### config.mk
export PLATFORM = sky130hd
export DESIGN_NAME = adts_frame_splitter_top
export DESIGN_NICKNAME = d
export VERILOG_FILES = /design/src/asf_pkg.sv /design/src/asf_classifier.sv /design/src/asf_queue.sv /design/src/asf_emitter.sv /design/src/adts_frame_splitter_top.sv
export SDC_FILE = /design/constraint.sdc
export NUM_CORES = 1
export LEC_CHECK = 0
export BUFFER_PORTS_ARGS = -buffer_cell sky130_fd_sc_hd__buf_2
export CAP_MARGIN = 15
export CORE_ASPECT_RATIO = 0.6
export CORE_MARGIN = 2
export CORE_UTILIZATION = 59
export DETAILED_ROUTE_END_ITERATION = 8
export PLACE_DENSITY = 0.79
export SLEW_MARGIN = 20
export SYNTH_ARGS = -nofsm -noshare
export SYNTH_HDL_FRONTEND = slang
export SYNTH_SLANG_ARGS = --single-unit
### constraint.sdc
create_clock -name clk -period 15.3 [get_ports clk]
set_input_delay 3.825 -clock clk [delete_from_list [all_inputs] [get_ports clk]]
set_output_delay 3.825 -clock clk [all_outputs]
set_load 0.03 [all_outputs]
### src/asf_pkg.sv
// shared types and constants for the adts frame splitter
// no dependencies; imported by every module of the block
package asf_pkg;

    // record queue between the classifier and the emitter, depth must be a power of two
    localparam int QDEPTH = 4;
    localparam int QPTR_W = $clog2(QDEPTH);
    localparam int QLVL_W = $clog2(QDEPTH + 1);

    localparam int OUT_TDATA_W = 56;

    localparam logic [1:0] KIND_SKIP  = 2'd0;
    localparam logic [1:0] KIND_FRAME = 2'd1;
    localparam logic [1:0] KIND_END   = 2'd2;

    localparam logic [2:0] STS_OK        = 3'd0;
    localparam logic [2:0] STS_TRUNC_HDR = 3'd1;
    localparam logic [2:0] STS_TRUNC_FRM = 3'd2;
    localparam logic [2:0] STS_BAD_SFI   = 3'd3;
    localparam logic [2:0] STS_BAD_LEN   = 3'd4;

    localparam logic [7:0]  SYNC_BYTE     = 8'hFF;
    localparam logic [3:0]  SYNC_NIBBLE   = 4'hF;
    localparam logic [12:0] HDR_LEN_NOCRC = 13'd7;
    localparam logic [12:0] HDR_LEN_CRC   = 13'd9;
    localparam logic [3:0]  SFI_LIMIT     = 4'd11;

    localparam logic [12:0] POS_BYTE2 = 13'd2;
    localparam logic [12:0] POS_BYTE3 = 13'd3;
    localparam logic [12:0] POS_BYTE4 = 13'd4;
    localparam logic [12:0] POS_BYTE5 = 13'd5;
    localparam logic [12:0] POS_BODY  = 13'd6;

    typedef struct packed {
        logic [7:0]  data;
        logic [1:0]  kind;
        logic        start;
        logic        fin;
        logic [2:0]  status;
        logic        hdr_ok;
        logic [15:0] hdr;
        logic [12:0] len;
        logic        last;
    } asf_rec_t;

    typedef struct packed {
        logic [1:0] cnt;
        asf_rec_t   rec0;
        asf_rec_t   rec1;
    } asf_push_t;

endpackage

### src/asf_classifier.sv
// front part: accepts stream bytes, finds the syncword, counts out frames
// and pushes up to two result records per transfer; depends on asf_pkg
module asf_classifier (
    input  logic              clk,
    input  logic              rst_n,
    input  logic              in_valid,
    input  logic [7:0]        in_byte,
    input  logic              in_eos,
    input  logic              room,
    output asf_pkg::asf_push_t push
);
    import asf_pkg::*;

    typedef enum logic [1:0] {
        ST_HUNT  = 2'b01,
        ST_FRAME = 2'b10
    } asf_state_t;

    asf_state_t  st_reg, st_next, st_c;
    logic [7:0]  held_reg, held_next;
    logic        hv_reg, hv_next;
    logic [12:0] pos_reg, pos_next, pos_c, pos_inc;
    logic [12:0] len_reg, len_next, len_c;
    logic [15:0] hdr_reg, hdr_next, hdr_c;
    logic        crc_reg, crc_next, crc_c;
    logic [12:0] hdr_size, hdr_size_c;
    logic        accept;
    asf_rec_t    rec_c, rec_end;

    assign accept   = in_valid && room;
    assign hdr_size = crc_reg ? HDR_LEN_NOCRC : HDR_LEN_CRC;
    assign pos_inc  = pos_reg + 13'd1;

    // classification of the held byte, using the incoming byte as lookahead
    always_comb
    begin
        st_c  = st_reg;
        pos_c = pos_reg;
        len_c = len_reg;
        hdr_c = hdr_reg;
        crc_c = crc_reg;
        rec_c        = '0;
        rec_c.data   = held_reg;
        rec_c.last   = !in_eos;
        if (st_reg == ST_HUNT)
        begin
            if (!in_eos && held_reg == SYNC_BYTE && in_byte[7:4] == SYNC_NIBBLE)
            begin
                st_c        = ST_FRAME;
                pos_c       = 13'd1;
                crc_c       = in_byte[0];
                len_c       = '0;
                hdr_c       = '0;
                rec_c.kind  = KIND_FRAME;
                rec_c.start = 1'b1;
            end
            else
            begin
                rec_c.kind = KIND_SKIP;
            end
        end
        else
        begin
            rec_c.kind = KIND_FRAME;
            case (pos_reg)
                POS_BYTE2: hdr_c = {held_reg, hdr_reg[7:0]};
                POS_BYTE3:
                begin
                    hdr_c = {hdr_reg[15:8], held_reg};
                    len_c = {held_reg[1:0], 11'd0};
                end
                POS_BYTE4: len_c = len_reg | {2'd0, held_reg, 3'd0};
                POS_BYTE5: len_c = len_reg | {10'd0, held_reg[7:5]};
                default:   len_c = len_reg;
            endcase
            rec_c.hdr = hdr_c;
            rec_c.len = len_c;
            if (pos_reg == POS_BYTE5 && len_c < hdr_size)
            begin
                st_c         = ST_HUNT;
                pos_c        = '0;
                rec_c.fin    = 1'b1;
                rec_c.status = STS_BAD_LEN;
                rec_c.hdr_ok = 1'b1;
            end
            else if (pos_reg >= POS_BODY && pos_inc == len_reg)
            begin
                st_c         = ST_HUNT;
                pos_c        = '0;
                rec_c.fin    = 1'b1;
                rec_c.status = (hdr_c[13:10] >= SFI_LIMIT) ? STS_BAD_SFI : STS_OK;
                rec_c.hdr_ok = 1'b1;
            end
            else
            begin
                pos_c = pos_inc;
            end
        end
        if (!rec_c.hdr_ok)
        begin
            rec_c.hdr = '0;
            rec_c.len = '0;
        end
    end

    // end marker status looks at the state left after the held byte
    always_comb
    begin
        rec_end      = '0;
        rec_end.kind = KIND_END;
        rec_end.last = 1'b1;
        hdr_size_c   = crc_c ? HDR_LEN_NOCRC : HDR_LEN_CRC;
        if (hv_reg && st_c == ST_FRAME)
        begin
            rec_end.status = (pos_c < hdr_size_c) ? STS_TRUNC_HDR : STS_TRUNC_FRM;
        end
        else if (!hv_reg && st_reg == ST_FRAME)
        begin
            rec_end.status = (pos_reg < hdr_size) ? STS_TRUNC_HDR : STS_TRUNC_FRM;
        end
    end

    always_comb
    begin
        st_next   = st_reg;
        pos_next  = pos_reg;
        len_next  = len_reg;
        hdr_next  = hdr_reg;
        crc_next  = crc_reg;
        held_next = held_reg;
        hv_next   = hv_reg;
        push      = '0;
        if (accept)
        begin
            if (!in_eos)
            begin
                if (hv_reg)
                begin
                    st_next   = st_c;
                    pos_next  = pos_c;
                    len_next  = len_c;
                    hdr_next  = hdr_c;
                    crc_next  = crc_c;
                    push.cnt  = 2'd1;
                    push.rec0 = rec_c;
                end
                held_next = in_byte;
                hv_next   = 1'b1;
            end
            else
            begin
                push.cnt  = hv_reg ? 2'd2 : 2'd1;
                push.rec0 = hv_reg ? rec_c : rec_end;
                push.rec1 = rec_end;
                st_next   = ST_HUNT;
                pos_next  = '0;
                len_next  = '0;
                hdr_next  = '0;
                crc_next  = 1'b0;
                held_next = '0;
                hv_next   = 1'b0;
            end
        end
    end

    always_ff @(posedge clk or negedge rst_n)
    begin
        if (!rst_n)
        begin
            st_reg   <= ST_HUNT;
            pos_reg  <= '0;
            len_reg  <= '0;
            hdr_reg  <= '0;
            crc_reg  <= 1'b0;
            held_reg <= '0;
            hv_reg   <= 1'b0;
        end
        else
        begin
            st_reg   <= st_next;
            pos_reg  <= pos_next;
            len_reg  <= len_next;
            hdr_reg  <= hdr_next;
            crc_reg  <= crc_next;
            held_reg <= held_next;
            hv_reg   <= hv_next;
        end
    end

endmodule

### src/asf_queue.sv
// record queue between classifier and emitter: two writes, one read per cycle
// depends on asf_pkg
module asf_queue (
    input  logic                        clk,
    input  logic                        rst_n,
    input  asf_pkg::asf_push_t          push,
    input  logic                        pop,
    output logic                        q_valid,
    output asf_pkg::asf_rec_t           q_rec,
    output logic [asf_pkg::QLVL_W-1:0]  level
);
    import asf_pkg::*;

    asf_rec_t            mem [QDEPTH];
    logic [QPTR_W-1:0]   wptr_reg, wptr_next;
    logic [QPTR_W-1:0]   rptr_reg, rptr_next;
    logic [QLVL_W-1:0]   lvl_reg, lvl_next;
    logic [QPTR_W-1:0]   wptr_plus1;
    logic                do_pop;

    assign do_pop     = pop && (lvl_reg != '0);
    assign wptr_plus1 = wptr_reg + QPTR_W'(1);
    assign wptr_next  = wptr_reg + QPTR_W'(push.cnt);
    assign rptr_next  = rptr_reg + QPTR_W'(do_pop);
    assign lvl_next   = lvl_reg + QLVL_W'(push.cnt) - QLVL_W'(do_pop);

    assign q_valid = (lvl_reg != '0);
    assign q_rec   = mem[rptr_reg];
    assign level   = lvl_reg;

    always_ff @(posedge clk)
    begin
        if (push.cnt != 2'd0)
        begin
            mem[wptr_reg] <= push.rec0;
        end
        if (push.cnt == 2'd2)
        begin
            mem[wptr_plus1] <= push.rec1;
        end
    end

    always_ff @(posedge clk or negedge rst_n)
    begin
        if (!rst_n)
        begin
            wptr_reg <= '0;
            rptr_reg <= '0;
            lvl_reg  <= '0;
        end
        else
        begin
            wptr_reg <= wptr_next;
            rptr_reg <= rptr_next;
            lvl_reg  <= lvl_next;
        end
    end

endmodule

### src/asf_emitter.sv
// back part: takes records from the queue, expands the header fields and
// the audio specific config word, and holds them in the output register; depends on asf_pkg
module asf_emitter (
    input  logic                             clk,
    input  logic                             rst_n,
    input  logic                             q_valid,
    input  asf_pkg::asf_rec_t                q_rec,
    output logic                             pop,
    output logic                             m_axis_tvalid,
    input  logic                             m_axis_tready,
    output logic [asf_pkg::OUT_TDATA_W-1:0]  m_axis_tdata,
    output logic [1:0]                       m_axis_tuser,
    output logic                             m_axis_tlast
);
    import asf_pkg::*;

    logic                   vld_reg;
    logic [OUT_TDATA_W-1:0] data_reg, data_next;
    logic [1:0]             user_reg;
    logic                   last_reg;
    logic [2:0]             aot;
    logic [3:0]             sfi;
    logic [2:0]             chan;
    logic [15:0]            asc;

    assign pop = q_valid && (!vld_reg || m_axis_tready);

    always_comb
    begin
        aot  = {1'b0, q_rec.hdr[15:14]} + 3'd1;
        sfi  = q_rec.hdr[13:10];
        chan = {q_rec.hdr[8], q_rec.hdr[7:6]};
        asc  = {2'b00, aot, sfi[3:1], sfi[0], 1'b0, chan, 3'b000};
        if (!q_rec.hdr_ok)
        begin
            aot  = '0;
            sfi  = '0;
            chan = '0;
            asc  = '0;
        end
        data_next = {4'd0, asc, chan, sfi, aot, q_rec.len, q_rec.status,
                     q_rec.fin, q_rec.start, q_rec.data};
    end

    always_ff @(posedge clk)
    begin
        if (pop)
        begin
            data_reg <= data_next;
            user_reg <= q_rec.kind;
            last_reg <= q_rec.last;
        end
    end

    always_ff @(posedge clk or negedge rst_n)
    begin
        if (!rst_n)
        begin
            vld_reg <= 1'b0;
        end
        else if (pop)
        begin
            vld_reg <= 1'b1;
        end
        else if (m_axis_tready)
        begin
            vld_reg <= 1'b0;
        end
    end

    assign m_axis_tvalid = vld_reg;
    assign m_axis_tdata  = data_reg;
    assign m_axis_tuser  = user_reg;
    assign m_axis_tlast  = last_reg;

endmodule

### src/adts_frame_splitter_top.sv
// adts frame splitter top level: classifier, record queue and emitter
// depends on asf_pkg, asf_classifier, asf_queue, asf_emitter

// Splits an AAC ADTS byte stream into frames. One stream byte is taken per
// cycle; each byte is classified one byte late, since the syncword check needs
// the following byte, so a byte's result appears after the next byte arrives
// and then passes a four-record queue and the output register. A transfer with
// tlast set ends the stream: it gives the held byte (if any) and an end marker,
// so it produces up to two results, draining at one per cycle while the output
// is ready. The input stays ready while at least two queue slots are free,
// which sustains one byte per cycle whenever the output side takes one result
// per cycle. On the last byte of a frame the header fields and the two-byte
// audio specific config word are given; a frame length below the header size
// ends the frame early with a bad-length status and hunting resumes.
module adts_frame_splitter_top (
    input  logic                             clk,
    input  logic                             rst_n,
    input  logic                             s_axis_tvalid,
    output logic                             s_axis_tready,
    input  logic [7:0]                       s_axis_tdata,   // stream_byte
    input  logic                             s_axis_tlast,   // stream_end
    output logic                             m_axis_tvalid,
    input  logic                             m_axis_tready,
    // out_byte, frame_start, frame_end, status, frame_length, object_type,
    // rate_index, channel_mode, config_word, 4 zero bits
    output logic [asf_pkg::OUT_TDATA_W-1:0]  m_axis_tdata,
    output logic [1:0]                       m_axis_tuser,   // byte_kind
    output logic                             m_axis_tlast    // last
);
    import asf_pkg::*;

    asf_push_t          push;
    logic               pop;
    logic               q_valid;
    asf_rec_t           q_rec;
    logic [QLVL_W-1:0]  level;
    logic               room;

    assign room          = (level <= QLVL_W'(QDEPTH - 2));
    assign s_axis_tready = room;

    asf_classifier u_classifier (
        .clk      (clk),
        .rst_n    (rst_n),
        .in_valid (s_axis_tvalid),
        .in_byte  (s_axis_tdata),
        .in_eos   (s_axis_tlast),
        .room     (room),
        .push     (push)
    );

    asf_queue u_queue (
        .clk     (clk),
        .rst_n   (rst_n),
        .push    (push),
        .pop     (pop),
        .q_valid (q_valid),
        .q_rec   (q_rec),
        .level   (level)
    );

    asf_emitter u_emitter (
        .clk           (clk),
        .rst_n         (rst_n),
        .q_valid       (q_valid),
        .q_rec         (q_rec),
        .pop           (pop),
        .m_axis_tvalid (m_axis_tvalid),
        .m_axis_tready (m_axis_tready),
        .m_axis_tdata  (m_axis_tdata),
        .m_axis_tuser  (m_axis_tuser),
        .m_axis_tlast  (m_axis_tlast)
    );

    // queue never holds more than its depth
    assert property (@(posedge clk) disable iff (!rst_n)
        level <= QLVL_W'(QDEPTH))
        else $error("record queue overflow");

    // end marker always closes the results of its transfer
    assert property (@(posedge clk) disable iff (!rst_n)
        m_axis_tvalid && m_axis_tuser == KIND_END |-> m_axis_tlast)
        else $error("end marker without tlast");

    // a frame start is a frame byte and never also a frame end
    assert property (@(posedge clk) disable iff (!rst_n)
        m_axis_tvalid && m_axis_tdata[8] |-> m_axis_tuser == KIND_FRAME && !m_axis_tdata[9])
        else $error("bad frame start marking");

    // nonzero status only on a frame end or the end marker
    assert property (@(posedge clk) disable iff (!rst_n)
        m_axis_tvalid && m_axis_tdata[12:10] != STS_OK
            |-> m_axis_tdata[9] || m_axis_tuser == KIND_END)
        else $error("status on a plain byte");

endmodule
Yosys cells after proc, flatten, opt, wreduce, memory -nomap -nowiden
Memory sizes are Yosys's and may differ from the RTL's.
Index checks and enable logic that the tools add are counted.
{ "op_classes": {"add_sub_neg": 7, "magnitude_cmp": 6, "eq_ne": 12, "muxes": 57, "n_bitwise": 2, "reduce_logical": 19} }
{ "ops": {"columns": ["operator", "count"], "rows": [
  ["$mux 13", 11],
  ["$mux 94", 1],
  ["$mux 16", 5],
  ["$mux 48", 1],
  ["$mux 47", 1],
  ["$mux 46", 1],
  ["$lt 13x13->1", 3],
  ["$pmux 13 s3", 1],
  ["$mux 38", 1],
  ["$mux 34", 1],
  ["$pmux 16 s2", 1],
  ["$mux 29", 1],
  ["$eq 13x2->1 const B", 2],
  ["$eq 13x3->1 const B", 2],
  ["$mux 2", 10],
  ["$mux 1", 15],
  ["$add 13x1->13 const B", 1],
  ["$eq 13x13->1", 1],
  ["$ge 13x3->1 const B", 1],
  ["$or 13x11->13", 1],
  ["$or 13x3->13", 1],
  ["$mux 5", 2],
  ["$logic_and 1x1->1", 9],
  ["$eq 8x8->1 const B", 1],
  ["21 further kinds", 29]
]} }
{ "word_totals": {"register_bits": 117, "ram_bits": 184, "inputBits": 13, "out_inout_bits": 61, "elab_cells": 119, "mem_count": 1} }
{ "memory_table": {"columns": ["name", "depth", "width", "rd", "rd_ports_with_merged_regs", "write_ports", "line", "source"], "rows": [
  ["u_queue.mem", 4, 46, 1, 0, 2, "asf_queue.sv:14", "asf_rec_t mem [QDEPTH];"]
]} }

Depth between registers and ports, before layout
{ "logic_depth": {"word_depth": 16, "depth_mapped": 24, "ltp_nobuf": 22} }

By module
Synthesis repeated with hierarchy kept, for this count alone.
{ "unflattened": {"hier_cells": 1141, "area_unflattened_um2": 15986.6} }
{ "by_module_without_submodules": {"columns": ["module", "instances", "cells_each", "area_each_um2", "seq_area_each_um2"], "rows": [
  ["asf_queue", 1, 484, 9790.6, 5700.5],
  ["asf_classifier", 1, 581, 4729.5, 1352.5],
  ["asf_emitter", 1, 75, 1457.6, 1196.1],
  ["adts_frame_splitter_top", 1, 1, 8.8, 0.0]
]} }

Worst setup path after synthesis
OpenSTA, ideal clock, no wires.
{ "synth_path": {"path_type": "input-to-reg", "from": "in m_axis_tready", "to": "reg u_queue.lvl_reg[2] (netlist: u_queue.level[2])", "setup_time_ps": 123, "arrival_ps": 7230, "t_required_ps": 15177, "path_slack_ps": 7948, "path_stages": 9, "n_path_buf": 0, "cell_sequence": "inv_1 > a21oi_1 > ha_1 > inv_1 > ha_1 > inv_1 > fa_1 > xor2_1 > xnor2_1"} }
{ "synth_between": {"elab_chain_cells": 4} }
{ "synth_lines": {"columns": ["item", "line", "source"], "rows": [
  ["start, declared", "adts_frame_splitter_top.sv:23", "input logic m_axis_tready,"],
  ["$logic_or 1x1->1", "asf_emitter.sv:26", "assign pop = q_valid && (!vld_reg || m_axis_tready);"],
  ["$logic_and 1x1->1", "asf_emitter.sv:26", null],
  ["net pop", "adts_frame_splitter_top.sv:33", "logic pop;"],
  ["$logic_and 1x1->1", "asf_queue.sv:21", "assign do_pop = pop && (lvl_reg != '0);"],
  ["$sub 3x1->3", "asf_queue.sv:25", "assign lvl_next = lvl_reg + QLVL_W'(push.cnt) - QLVL_W'(do_pop);"],
  ["net u_queue.lvl_next[2]", "asf_queue.sv:17", "logic [QLVL_W-1:0] lvl_reg, lvl_next;"],
  ["end signal, assigned", "asf_queue.sv:55", "lvl_reg <= lvl_next;"],
  ["end, declared", "asf_queue.sv:17", null]
]} }
The timed path passes the listed nets, and every way through them passes these cells.
A chain may end at the register's enable or synchronous reset.

==> impl_metrics.ini <==
[final_layout]
fin_area_um2 = 12700
area.sequential_um2 = 5754
n_fill_cell = 1512
drive_gt1_frac = 0.1503
regMostFlops = u_queue.mem
multi_input_area_um2 = 5298
largest_register_ffs = 152
diodes = 0
syn_to_final_growth_pct = 9.458
final_cells = 1477
nets = 1231

[placement]
finalWeightedCongestion = 1.015
pre_cts_ws_ns = 7.792
placed_area_um2 = 11950
placed_cells = 1436
portBuffers = 63
dpl.hpwl_um = 21530

[sta]
hold_viol_final = 0
setup-violations-final = 0
max_slew_margin = 0.2697
rsz0062_at_grt = no
period_minus_slack_ns = 7.073
tightest_slew_ns = 1.093
setup_tns_ns = 0
slew_violations = 0
fin_crit_sh = 0.4623
fin_skew_ns = 0.02365
max_freq_mhz = 141.4
layout_setup_ws_ns = 8.227

[cts]
cts.path.max_buffers = 3
cts-resized-gates = 0
clock_latency_ns = 0.51
cts.clk_slew.worst_paths_ns = 0.07
numClockSinks = 246
cts_root_buf = clkbuf_16
cts-htree-levels = 1
numCtsBuffers = 23
hold_buffers = 0
cts_tree = yes
cts_setup_buffers = 0

[synth]
syn_inst = 1176
ys_types = 85
synth_warnings = 0
synth_top_area_cell = dfxtp_1
yosys.area.top_type_share = 0.2347
ys_seq_area_frac = 0.4957
synthTopCellsByCount = 237 x nand2_1, 145 x o21ai_0, 136 x dfxtp_1, 55 x edfxtp_1, 54 x dfrtp_1
synth_edf_count = 55
async_flop_share = 0.2236
synth.avg_cell_area_um2 = 9.866
ys.flop_type = dfxtp_1
synth_area_leaders = dfxtp_1 23%, edfxtp_1 14%, dfrtp_1 12%, nand2_1 7.7%, mux4_2 7.2%
synth_area_um2 = 11600
yosys.cell_count.top_type = nand2_1
synth_seq_cells = 246

[worst_setup_path]
worstPathRequired_ns = 15.52
slowest_stage = nor4_2
arrival_ns = 7.29
r2r_cells = 21
cp-end-kind = flop
path_cells = buf_2, nand2b_1, nor4_2, nand2b_1, o21ai_0, nand2_1, o21ai_0, ha_1, and4_1, a21oi_1, o21bai_1, a311o_1, a21oi_2, o22ai_1
cp-start-kind = input port
r2r-start = u_classifier.pos_reg[0]$_DFFE_PN0P_
cp_top_family = simple AND/OR/NAND/NOR gates
ff2ff_setup_slack_ns = 8.73
cpPeakStageDelay_ns = 0.57
crit_path_max_fanout = 31
crit_type = input port to flop
critical_path_buf_inv_count = 1
reg2reg_to = u_queue.mem[3][32]$_DFFE_PP_

[power]
cellPowerDensity_nw_per_um2 = 144.1
p_clk_frac = 0.307
internal_power_mw = 1.201
peakVddDrop_v = 0.0001047
p_total_mw = 1.829
power.leakage_nw = 4.801
pwr-share-comb = 0.236
switching_share = 0.3436
p_switching_mw = 0.6287
pwr-share-seq = 0.457

[detailed_routing]
vias_per_cell = 6.417
vias = 9478
routed_wl_um = 32000
wire_per_inst_um = 21.67
detail-route-antenna-nets = 0
drt_iter0_drc = 1042
dr.pass1.iters = 6
drc_errors = 0

[outcome]
run_status = completed

[die]
die_area_um2 = 20840
num_rows = 39
start_util = 0.6066
ios = 74
core_area_um2 = 19130
die_w_um = 185.0
die_h_um = 112.6

[worst_hold_path]
min_from = u_queue.mem[0][34]$_SDFFE_PP0P_
hold_depth = 2
hold_end = u_queue.mem[0][34]$_SDFFE_PP0P_
hold_class = flop to flop

[global_routing]
grt_pass1_vias = 9056
grt-ovfl-total = 0
grt_max_degree = 56
antenna_found_initial = 0
grt_pass1_wl_um = 50870
grt_use_total = 0.3139

[flow_run]
drv_cap = 0
-- layout by cell type (no fill, tap or decap), types with 5 or more instances in the layout --
master     synthesis  final
clkbuf_16          0     23
edfxtp_1          55     55
o41ai_1            5      5
a21oi_1           21     20
xnor2_1           10     10
nor2_1            32     32
o21ai_1           37     36
and2_1            10     10
nor2b_1           17     17
ha_1              22     22
nor3_1            12     12
nand3_1           17     16
nand4_1            9      9
buf_2             14     63
or4_1              7      7
o21ai_0          145    145
clkbuf_8           0      5
a31oi_1            5      5
dfrtp_1           54     52
and3_1             7      7
o211ai_1           5      5
a22o_1            22     22
nand2_1          237    237
a21o_1             8      8
o31ai_1            6      6
buf_4             22     20
clkbuf_1          52      7
conb_1             1     10
and4_1             5      5
mux4_2            37     37
or3_1              8      8
o22ai_1           12     12
a22oi_1            8      8
nand2b_1          12     12
xor2_1             7      7
dfxtp_1          136    136
a32o_1             7      7
inv_1             29     29
-- cell families (layout without fill, tap and decap cells) --
logic type,after synthesis,after routing,synth area share
and+or+nand+nor,401,401,0.1654
buffers and inverters,127,153,0.05230
adders and majority gates,23,23,0.02545
xor gates and xnor gates,17,17,0.01283
muxes,41,41,0.07549
AOI/OAI and AO/OA,320,320,0.1724
other,1,10,0.0003232
DFF,246,246,0.4957
-- metrics by stage --
step / hold WS, ns / utilization
after global placement: 0.4220 / 0.6249
after global routing: 0.4704 / 0.6639
after detailed placement: 0.4290 / 0.6249
final: 0.4364 / 0.6639
after CTS: 0.4407 / 0.6637
after floorplan: 0.4099 / -
-- power by group through the flow --
stage	registers [mW]	logic, mW	clock network, mW
floorplan	0.849	0.294	0
global placement	0.841	0.420	0
detailed placement	0.844	0.428	0
CTS	0.832	0.429	0.566
global route	0.844	0.465	0.593
finish	0.836	0.432	0.562
-- metal layers --
metal  track usage  vias up  wire length [um]
li1              -     4256                 -
met5       0.01412        -                 0
met1        0.4565     4626             13860
met3        0.1029       73              3959
met2        0.4522      523             13390
met4       0.08042        0               791
-- area by class of cell --
type | instances | share of cell area
Clock buffer | 35 | 0.05281
Tap cell | 266 | 0.02621
Inverter | 29 | 0.008571
Clock inverter | 6 | 0.005517
Timing Repair Buffer | 83 | 0.03665
Multi-Input combinational cell | 812 | 0.4171
Sequential cell | 246 | 0.4531
-- worst max path at each step --
stage | start | to | depth (start not counted)
finish | s_axis_tlast | u_queue.mem[3][32]$_DFFE_PP_ | 14
global route | s_axis_tlast | u_queue.mem[1][32]$_DFFE_PP_ | 14
CTS | s_axis_tlast | u_queue.mem[3][32]$_DFFE_PP_ | 14
detailed placement | s_axis_tlast | u_queue.mem[2][32]$_DFFE_PP_ | 14
global placement | s_axis_tlast | u_queue.mem[3][32]$_DFFE_PP_ | 14
floorplan | m_axis_tready | u_queue.level[2]$_DFF_PN0_ | 9
-- worst min-delay path, cell delays in order (launching register included) --
cell and delay, ns:
dfxtp_1 0.31, nand2_1 0.05, nand2_1 0.04
Power figures use the tool's default switching activity.
